--- src/hw/rtl/escc_pkg.sv ---
package escc_pkg;

  localparam logic [31:0] ResetSeconds = 32'd1451649600;
  localparam logic [7:0]  ResetZone    = 8'h50;
  localparam logic [7:0]  UtcCode      = 8'h30;
  localparam logic [11:0] BaseYear     = 12'd1970;
  localparam logic [11:0] TopYear      = 12'd2106;
  // Only years 1970..2106 reach the calendar walks; the one century year in
  // that span that is not a leap year is 2100.
  localparam logic [11:0] SkipLeapYear = 12'd2100;

  typedef enum logic [1:0] {
    OP_TICK   = 2'd0,
    OP_SETCAL = 2'd1,
    OP_SETSEC = 2'd2,
    OP_READ   = 2'd3
  } op_t;

  typedef enum logic [3:0] {
    ST_IDLE,
    ST_CY,     // set-calendar: accumulate year days
    ST_CM,     // set-calendar: accumulate month days
    ST_CT,     // set-calendar: days to seconds plus time of day
    ST_DDAY,   // decode: seconds to days and remainder, sixteen days or one day a step
    ST_DHR,    // decode: hours
    ST_DMIN,   // decode: minutes and seconds
    ST_DYR,    // decode: year walk
    ST_DMON,   // decode: month walk
    ST_DONE
  } state_t;

  function automatic logic leap_year(input logic [11:0] y);
    return (y[1:0] == 2'b00) && (y != SkipLeapYear);
  endfunction

  function automatic logic [8:0] days_in_year(input logic [11:0] y);
    return leap_year(y) ? 9'd366 : 9'd365;
  endfunction

  function automatic logic [4:0] days_in_month(input logic [11:0] y, input logic [3:0] m);
    logic [4:0] n;
    case (m)
      4'd1:                      n = leap_year(y) ? 5'd29 : 5'd28;
      4'd3, 4'd5, 4'd8, 4'd10:   n = 5'd30;
      default:                   n = 5'd31;
    endcase
    return n;
  endfunction

endpackage

--- src/hw/rtl/escc_if.sv ---
interface escc_in_if;
  logic        valid;
  logic        ready;
  logic [1:0]  operation;
  logic [11:0] year;
  logic [7:0]  month;
  logic [7:0]  day;
  logic [7:0]  hour;
  logic [7:0]  minute;
  logic [7:0]  second;
  logic [31:0] seconds_value;
  modport source (output valid, operation, year, month, day, hour, minute, second,
                  seconds_value, input ready);
  modport sink (input valid, operation, year, month, day, hour, minute, second,
                seconds_value, output ready);
endinterface

interface escc_out_if;
  logic        valid;
  logic        ready;
  logic [31:0] seconds_count;
  logic [11:0] cal_year;
  logic [3:0]  cal_month;
  logic [4:0]  cal_day;
  logic [4:0]  cal_hour;
  logic [5:0]  cal_minute;
  logic [5:0]  cal_second;
  logic [2:0]  weekday;
  logic        rejected;
  modport source (output valid, seconds_count, cal_year, cal_month, cal_day, cal_hour,
                  cal_minute, cal_second, weekday, rejected, input ready);
  modport sink (input valid, seconds_count, cal_year, cal_month, cal_day, cal_hour,
                cal_minute, cal_second, weekday, rejected, output ready);
endinterface

--- src/hw/rtl/epoch_seconds_calendar_clock_unit.sv ---
// Channel   Dir  Contents
// in_ch     in   operation, calendar fields, seconds_value
// out_ch    out  seconds count, decoded calendar, weekday, rejected
// cfg       in   cfg_we / cfg_data: timezone_code
//
// Sequence: one shared subtractor walks the decode; days go 16 at a time, then
// singly, then hours, minutes, years and months. Set-calendar first adds up the
// year steps, then the month steps and one step for the sum; an item can also
// wait for as long as out_ch stalls.
// Reset clears the count to 2016-01-01 12:00:00 and the zone to code 80.
// in_ch.ready is high only in IDLE; the result holds in out_ch until taken.
module epoch_seconds_calendar_clock_unit
  import escc_pkg::*;
(
  input  logic       clk,
  input  logic       rst,
  escc_in_if.sink    in_ch,
  escc_out_if.source out_ch,
  input  logic       cfg_we,
  input  logic [7:0] cfg_data
);

  state_t state, state_next;

  logic [31:0] epoch_seconds;
  logic [7:0]  tz;
  logic [31:0] acc;      // shared accumulator / remainder
  logic [16:0] days;     // day count
  logic [11:0] yr;
  logic [3:0]  mon;
  logic [4:0]  hr;
  logic [5:0]  mn;
  logic [2:0]  wd;
  logic        rej;
  logic [7:0]  req_mon, req_day, req_hr, req_min, req_sec;
  logic [11:0] req_yr;

  // shared unit: one subtract/compare per cycle
  logic [31:0] sub_k;
  logic [32:0] sub_r;
  always_comb begin
    case (state)
      ST_DDAY: sub_k = (acc >= 32'd1382400) ? 32'd1382400 : 32'd86400;
      ST_DHR:  sub_k = 32'd3600;
      ST_DMIN: sub_k = 32'd60;
      ST_DYR:  sub_k = {23'd0, days_in_year(yr)};
      ST_DMON: sub_k = {27'd0, days_in_month(yr, mon)};
      default: sub_k = 32'd0;
    endcase
    sub_r = {1'b0, acc} - {1'b0, sub_k};
  end
  logic ge;
  assign ge = !sub_r[32];

  logic cal_bad;
  assign cal_bad = in_ch.month < 8'd1 || in_ch.month > 8'd12 || in_ch.day < 8'd1 ||
                   in_ch.day > 8'd31 || in_ch.hour > 8'd23 || in_ch.minute > 8'd59 ||
                   in_ch.year < BaseYear || in_ch.year > TopYear;

  always_comb begin
    state_next = state;
    unique case (state)
      ST_IDLE: if (in_ch.valid) begin
        state_next = (op_t'(in_ch.operation) == OP_SETCAL && !cal_bad) ? ST_CY : ST_DDAY;
      end
      ST_CY:   if (yr == req_yr) state_next = ST_CM;
      ST_CM:   if (mon == req_mon[3:0] - 4'd1) state_next = ST_CT;
      ST_CT:   state_next = ST_DDAY;
      ST_DDAY: if (!ge) state_next = ST_DHR;
      ST_DHR:  if (!ge) state_next = ST_DMIN;
      ST_DMIN: if (!ge) state_next = ST_DYR;
      ST_DYR:  if (!ge) state_next = ST_DMON;
      ST_DMON: if (!ge || mon == 4'd11) state_next = ST_DONE;
      ST_DONE: if (out_ch.ready) state_next = ST_IDLE;
      default: state_next = ST_IDLE;
    endcase
  end

  always_comb begin
    in_ch.ready  = (state == ST_IDLE);
    out_ch.valid = (state == ST_DONE);
  end

  logic [31:0] zone_off;
  assign zone_off = (tz >= UtcCode) ? {24'd0, tz - UtcCode} * 32'd900
                                    : 32'd0 - {24'd0, UtcCode - tz} * 32'd900;
  // days of whole years and months, plus the day of month, the time of day and
  // a folded second; wraps modulo 2^32
  logic [31:0] cal_tot;
  assign cal_tot = ({15'd0, days} + {24'd0, req_day} - 32'd1) * 32'd86400 +
                   {24'd0, req_hr} * 32'd3600 + {24'd0, req_min} * 32'd60 +
                   ((req_sec > 8'd59) ? 32'd0 : {24'd0, req_sec});

  always_ff @(posedge clk) begin
    if (rst) begin
      state         <= ST_IDLE;
      epoch_seconds <= ResetSeconds;
      tz            <= ResetZone;
    end else begin
      state <= state_next;
      if (cfg_we) tz <= cfg_data;
      unique case (state)
        ST_IDLE: if (in_ch.valid) begin
          rej <= (op_t'(in_ch.operation) == OP_SETCAL) && cal_bad;
          req_yr <= in_ch.year; req_mon <= in_ch.month; req_day <= in_ch.day;
          req_hr <= in_ch.hour; req_min <= in_ch.minute; req_sec <= in_ch.second;
          yr <= BaseYear; mon <= 4'd0; days <= 17'd0; wd <= 3'd3;
          unique case (op_t'(in_ch.operation))
            OP_TICK:   begin epoch_seconds <= epoch_seconds + 32'd1;
                             acc <= epoch_seconds + 32'd1; end
            OP_SETCAL: acc <= epoch_seconds;
            OP_SETSEC: begin epoch_seconds <= in_ch.seconds_value + zone_off;
                             acc <= in_ch.seconds_value + zone_off; end
            OP_READ:   acc <= epoch_seconds;
            default:   acc <= epoch_seconds;
          endcase
        end
        ST_CY: if (yr != req_yr) begin
          days <= days + {8'd0, days_in_year(yr)};
          yr   <= yr + 12'd1;
        end
        ST_CM: if (mon != req_mon[3:0] - 4'd1) begin
          days <= days + {12'd0, days_in_month(req_yr, mon)};
          mon  <= mon + 4'd1;
        end
        ST_CT: begin
          epoch_seconds <= cal_tot;
          acc <= cal_tot;
          yr <= BaseYear; mon <= 4'd0; days <= 17'd0;
        end
        ST_DDAY: if (ge) begin
          acc <= sub_r[31:0];
          if (sub_k == 32'd86400) begin
            days <= days + 17'd1;
            wd   <= (wd == 3'd6) ? 3'd0 : wd + 3'd1;
          end else begin
            days <= days + 17'd16;
            wd   <= (wd >= 3'd5) ? wd - 3'd5 : wd + 3'd2;
          end
        end else hr <= 5'd0;
        ST_DHR: if (ge) begin acc <= sub_r[31:0]; hr <= hr + 5'd1; end
                else mn <= 6'd0;
        ST_DMIN: if (ge) begin acc <= sub_r[31:0]; mn <= mn + 6'd1; end
                 else begin acc <= {15'd0, days}; end
        ST_DYR: if (ge) begin acc <= sub_r[31:0]; yr <= yr + 12'd1; end
        ST_DMON: if (ge && mon != 4'd11) begin acc <= sub_r[31:0]; mon <= mon + 4'd1; end
        default: ;
      endcase
    end
  end

  // DMIN leaves seconds in acc before it is reloaded; capture them there
  logic [5:0] sec_q;
  always_ff @(posedge clk) begin
    if (state == ST_DMIN && !ge) sec_q <= acc[5:0];
  end

  always_comb begin
    out_ch.seconds_count = epoch_seconds;
    out_ch.cal_year      = yr;
    out_ch.cal_month     = mon + 4'd1;
    out_ch.cal_day       = acc[4:0] + 5'd1;
    out_ch.cal_hour      = hr;
    out_ch.cal_minute    = mn;
    out_ch.cal_second    = sec_q;
    out_ch.weekday       = wd;
    out_ch.rejected      = rej;
  end

  a_busy: assert property (@(posedge clk) disable iff (rst)
    (state != ST_IDLE) |-> !in_ch.ready) else $error("ready while busy");
  a_hold: assert property (@(posedge clk) disable iff (rst)
    (out_ch.valid && !out_ch.ready) |=> $stable(out_ch.seconds_count))
    else $error("result changed while stalled");
  a_wd: assert property (@(posedge clk) disable iff (rst)
    out_ch.valid |-> (out_ch.weekday <= 3'd6)) else $error("weekday range");
  a_mon: assert property (@(posedge clk) disable iff (rst)
    out_ch.valid |-> (out_ch.cal_month >= 4'd1 && out_ch.cal_month <= 4'd12))
    else $error("month range");

endmodule

--- src/flat_wrapper.sv ---
// flat-port wrapper written by rule: the top's interface ports become plain ports
module epoch_seconds_calendar_clock_unit_flat import escc_pkg::*;
  (clk, rst, cfg_we, cfg_data, in_ch_valid, in_ch_operation, in_ch_year, in_ch_month, in_ch_day, in_ch_hour, in_ch_minute, in_ch_second, in_ch_seconds_value, in_ch_ready, out_ch_valid, out_ch_seconds_count, out_ch_cal_year, out_ch_cal_month, out_ch_cal_day, out_ch_cal_hour, out_ch_cal_minute, out_ch_cal_second, out_ch_weekday, out_ch_rejected, out_ch_ready);
  escc_in_if in_ch_i ();
  escc_out_if out_ch_i ();
  input  logic clk;
  input  logic rst;
  input  logic cfg_we;
  input  logic [7:0] cfg_data;
  input wire logic [$bits(in_ch_i.valid)-1:0] in_ch_valid;
  input wire logic [$bits(in_ch_i.operation)-1:0] in_ch_operation;
  input wire logic [$bits(in_ch_i.year)-1:0] in_ch_year;
  input wire logic [$bits(in_ch_i.month)-1:0] in_ch_month;
  input wire logic [$bits(in_ch_i.day)-1:0] in_ch_day;
  input wire logic [$bits(in_ch_i.hour)-1:0] in_ch_hour;
  input wire logic [$bits(in_ch_i.minute)-1:0] in_ch_minute;
  input wire logic [$bits(in_ch_i.second)-1:0] in_ch_second;
  input wire logic [$bits(in_ch_i.seconds_value)-1:0] in_ch_seconds_value;
  output wire logic [$bits(in_ch_i.ready)-1:0] in_ch_ready;
  output wire logic [$bits(out_ch_i.valid)-1:0] out_ch_valid;
  output wire logic [$bits(out_ch_i.seconds_count)-1:0] out_ch_seconds_count;
  output wire logic [$bits(out_ch_i.cal_year)-1:0] out_ch_cal_year;
  output wire logic [$bits(out_ch_i.cal_month)-1:0] out_ch_cal_month;
  output wire logic [$bits(out_ch_i.cal_day)-1:0] out_ch_cal_day;
  output wire logic [$bits(out_ch_i.cal_hour)-1:0] out_ch_cal_hour;
  output wire logic [$bits(out_ch_i.cal_minute)-1:0] out_ch_cal_minute;
  output wire logic [$bits(out_ch_i.cal_second)-1:0] out_ch_cal_second;
  output wire logic [$bits(out_ch_i.weekday)-1:0] out_ch_weekday;
  output wire logic [$bits(out_ch_i.rejected)-1:0] out_ch_rejected;
  input wire logic [$bits(out_ch_i.ready)-1:0] out_ch_ready;
  assign in_ch_i.valid = in_ch_valid;
  assign in_ch_i.operation = in_ch_operation;
  assign in_ch_i.year = in_ch_year;
  assign in_ch_i.month = in_ch_month;
  assign in_ch_i.day = in_ch_day;
  assign in_ch_i.hour = in_ch_hour;
  assign in_ch_i.minute = in_ch_minute;
  assign in_ch_i.second = in_ch_second;
  assign in_ch_i.seconds_value = in_ch_seconds_value;
  assign in_ch_ready = in_ch_i.ready;
  assign out_ch_valid = out_ch_i.valid;
  assign out_ch_seconds_count = out_ch_i.seconds_count;
  assign out_ch_cal_year = out_ch_i.cal_year;
  assign out_ch_cal_month = out_ch_i.cal_month;
  assign out_ch_cal_day = out_ch_i.cal_day;
  assign out_ch_cal_hour = out_ch_i.cal_hour;
  assign out_ch_cal_minute = out_ch_i.cal_minute;
  assign out_ch_cal_second = out_ch_i.cal_second;
  assign out_ch_weekday = out_ch_i.weekday;
  assign out_ch_rejected = out_ch_i.rejected;
  assign out_ch_i.ready = out_ch_ready;
  epoch_seconds_calendar_clock_unit u_core (.clk(clk), .rst(rst), .in_ch(in_ch_i), .out_ch(out_ch_i), .cfg_we(cfg_we), .cfg_data(cfg_data));
endmodule
--- config.mk ---
export PLATFORM = sky130hd
export DESIGN_NAME = epoch_seconds_calendar_clock_unit_flat
export DESIGN_NICKNAME = d
export VERILOG_FILES = /design/src/hw/rtl/escc_pkg.sv /design/src/hw/rtl/escc_if.sv /design/src/hw/rtl/epoch_seconds_calendar_clock_unit.sv /design/src/flat_wrapper.sv
export SDC_FILE = /design/constraint.sdc
export NUM_CORES = 1
export LEC_CHECK = 0
export ABC_CLOCK_PERIOD_IN_PS = 7810
export BUFFER_PORTS_ARGS = -buffer_cell sky130_fd_sc_hd__buf_2
export CORE_MARGIN = 2
export CORE_UTILIZATION = 50
export CTS_BUF_LIST = sky130_fd_sc_hd__clkbuf_16
export DETAILED_ROUTE_END_ITERATION = 10
export MAX_ROUTING_LAYER = met4
export PLACE_DENSITY = 0.79
export SLEW_MARGIN = 0
export SYNTH_ARGS = -nofsm -noshare
export SYNTH_HDL_FRONTEND = slang
export SYNTH_SLANG_ARGS = --single-unit
--- constraint.sdc ---
create_clock -name clk -period 7.81 [get_ports clk]
set_clock_uncertainty 0.1 [all_clocks]
set_input_delay 0.3905 -clock clk [delete_from_list [all_inputs] [get_ports clk]]
set_output_delay 0.3905 -clock clk [all_outputs]
set_load 0.005 [all_outputs]
==> results by group <==
Outcome
  – Status: finished with violations
  – Failing checks: negative setup slack

Worst setup path
  – Crit path capture type: flip-flop
  – CP dominant cell by count: inv_1
  – Worst Setup Start Kind: flip-flop
  – Kind of critical path: flip-flop to flip-flop
  – Worst path max stage delay: roughly 560 ps
  – WP data required: 7900 ps
  – Slowest cell on crit path: fa_1
  – WP data arrival: approximately 8000 ps
  – FF-to-FF setup slack: -130 ps
  – Worst r2r dst: u_core.acc[31]
  – Critical Path Fanout Max: 5
  – FF-to-FF path depth: 33
  – Crit. Startpoint: u_core.days[0]
  – Worst R2R Start: u_core.days[0]

GRT
  – Met3 Use GR: 0.0359
  – Pin count of the biggest net entering global routing: 74
  – GRT Total Usage: 0.290
  – Antenna violations before repair: 1
  – Global route hottest layer: met2
  – Total global routing overflow: 0
  – Met1 Resource Use GR: 0.380
  – First-pass GRT wire length: 107 mm
  – Vias in the first global route: 20300
  – Grt met2 use: 0.461

Clocking
  – Clock latency on the worst-skew pair: between 400 and 500 ps
  – Inserted Clock Buffers: 17
  – CTS Sinks: roughly 180
  – Clock buffer depth: 2
  – Clock Pin Slew Worst Setup and Hold Paths: approximately 80 ps
  – TritonCTS clock tree: yes
  – Root Driver: clkbuf_16
  – Max H-tree Level: 4

Routing
  – Drt wl/cell: 19.2 um
  – Final wirelength: 67.6 mm
  – DR pass1 iterations: 6
  – Drt drc: 0
  – DR iter-0 viols: 2009
  – Vias post-DR: 21100
  – Via density: 6.00
  – Post-DRT Antenna Nets: 0

Placement
  – IO buf count: 174
  – DP Wirelength: 52.5 mm
  – Placer Congestion: 0.959
  – Placed Instances: approximately 3400

STA
  – Tightest Pin Transition: 1080 ps
  – Hold Vio Cnt, Final: 0
  – Fin crit share: 1.02
  – Final setup vio count: 5
  – Fmax: 126 MHz
  – Final setup margin: -129 ps
  – RSZ-0062 raised after global routing: yes
  – Rel. slew slack: 0.272
  – Min Clock Period, post-route: 7940 ps
  – Slew Limit Fails: 0

Worst hold path
  – Hold depth: 1
  – Hold_sp: in_ch_second[3]
  – Hold Path Sink: u_core.req_sec[3]
  – HP Class: input port to flip-flop

Cells and area
  – Layout Nets: 3428
  – Most frequent cells in the layout: ha_1, inv_1, nor2_1
  – Non-filler cells, final: ~3500
  – Synth-to-layout area growth: 17.7%
  – # fillers: 3724
  – Share of layout cells above drive strength 1: 0.175
  – Commonest non-fill, non-tap cell in the layout: ha_1

Die
  – Starting Density: 0.509
  – Die height: 217 um
  – Rows: 77
  – Die Area: 46900 um2
  – Top Ports: 175
  – Core Region: 44400 um2
  – Chip width: 217 um

Yosys
  – FF+latch count, synth: 178
  – Seq/Total Area, Yosys: 0.217
  – Synth warn: 0
  – Leading area contributor after synthesis: edfxtp_1
  – Fraction of registers with async set/reset: 0
  – Syn_area_per_cell: 8.57 um2
  – Post-synth EDFFs: 134
  – Library cells used by synthesis: 87
  – Top cell type's share of synthesized area: 0.178
  – Cell area after synthesis: 22600 um2
  – Post-synth top flop: edfxtp_1
  – Post-synthesis cell count: 2639
  – Largest cells by area after synthesis: edfxtp_1, ha_1, fa_1

Flow run
  – Max-Cap Viols: 0
-- critical path: cells and delay by family (launching register included) --
| family | cells | cell delay, ps |
|---|---|---|
| AO/OA/AOI/OAI | 10 | 2030 |
| XOR/XNOR | 4 | 880 |
| buffers and inverters | 6 | 520 |
| adder cells (fa/ha/maj) | 7 | 2660 |
| flip-flops | 1 | 400 |
| AND/OR/NAND/NOR | 6 | 1090 |
-- metrics by stage --
| step | hold WS, ps | setup slack [ps] | util | TNS, ps | cell area (um2) |
|---|---|---|---|---|---|
| 5_1_grt | 3.28 | -446 | 0.599 | -4840 | 26600 |
| 4_1_cts | 0.269 | -14.9 | 0.587 | -14.9 | 26100 |
| 3_5_place_dp | 405 | -274 | 0.561 | -2690 | 24900 |
| 2_1_floorplan | 333 | 44.5 | - | 0 | 22700 |
| 3_3_place_gp | 403 | -121 | 0.561 | -452 | 24900 |
| 6_report | 14.9 | -129 | 0.599 | -183 | 26600 |
-- final cells by class --
cell class              instances  area [um2]  area share
clock buffers                  17         425      0.0160
multi-input cells            2099       17100       0.642
diodes                          1        2.50   0.0000941
repair buffers                352        2270      0.0852
well taps                     592         741      0.0278
clock inverters                15         198     0.00743
inverters                     263         987      0.0371
flip-flops and latches        178        4900       0.184
-- synth_stat cells (11+ instances only) --
library cell / n
nand2b_1: 18
inv_1: 260
o21ai_0: 149
nor4_1: 20
o21a_1: 26
and2_1: 23
a211oi_1: 33
edfxtp_1: 134
o211ai_1: 34
nand2_1: 168
o22ai_1: 15
dfxtp_1: 44
xor2_1: 84
or2_2: 11
clkbuf_1: 83
o31ai_1: 20
or3_1: 24
a22oi_1: 20
a21oi_1: 169
xnor2_1: 169
mux2i_1: 12
nand3_1: 65
o21bai_1: 17
a31oi_1: 30
nor3_1: 78
ha_1: 321
nor2_1: 208
nand4_1: 16
nor2b_1: 26
fa_1: 97
and3_1: 37
a221oi_1: 13
a21o_1: 49
-- timing repair --
item / in CTS / in global routing
setup buffers: 19 / 17
endpoints found under the hold margin: 12 / 0
hold buffers: 12 / 0
setup endpoints to repair: 20 / 25
pin swaps: 40 / 81
resized for setup: 40 / 95
-- registers in the layout (all words and copies together) (netlist names), 8 cells and up --
register and flops:
u_core.acc 32, u_core.req_hr 8, u_core.out_ch.seconds_count 32, u_core.req_min 8, u_core.req_yr 12, u_core.req_day 8, u_core.tz 8, u_core.req_sec 8
u_core.out_ch.cal_year 12, u_core.days 17
-- kinds of logic (layout without fill, tap and decap cells) --
kind of cell / Yosys count / after routing / share of synthesized area
adder cells (fa/ha/maj): 418 / 418 / 0.264
buffers and inverters: 363 / 647 / 0.0609
AO/OA/AOI/OAI: 684 / 684 / 0.198
other: 1 / 3 / 0.000166
multiplexers: 14 / 14 / 0.00631
AND/OR/NAND/NOR: 726 / 726 / 0.154
flip-flops: 178 / 178 / 0.217
XOR/XNOR: 255 / 255 / 0.0997
-- worst max path at each step --
stage	to	slack [ps]	depth (start not counted)
floorplan	u_core.acc[31]	40	30
global placement	u_core.acc[27]	-120	34
detailed placement	u_core.acc[31]	-270	32
CTS	u_core.acc[27]	-10	36
global route	u_core.acc[31]	-450	33
finish	u_core.acc[31]	-130	33
-- per-layer routing --
layer	vias up	share of wire
li1	9960	-
met1	10100	0.42
met2	873	0.46
met3	147	0.075
met4	0	0.039
met5	-	0
Power is not shown: default switching activity piles up to over one toggle a cycle in this logic, so the estimate is an artifact.
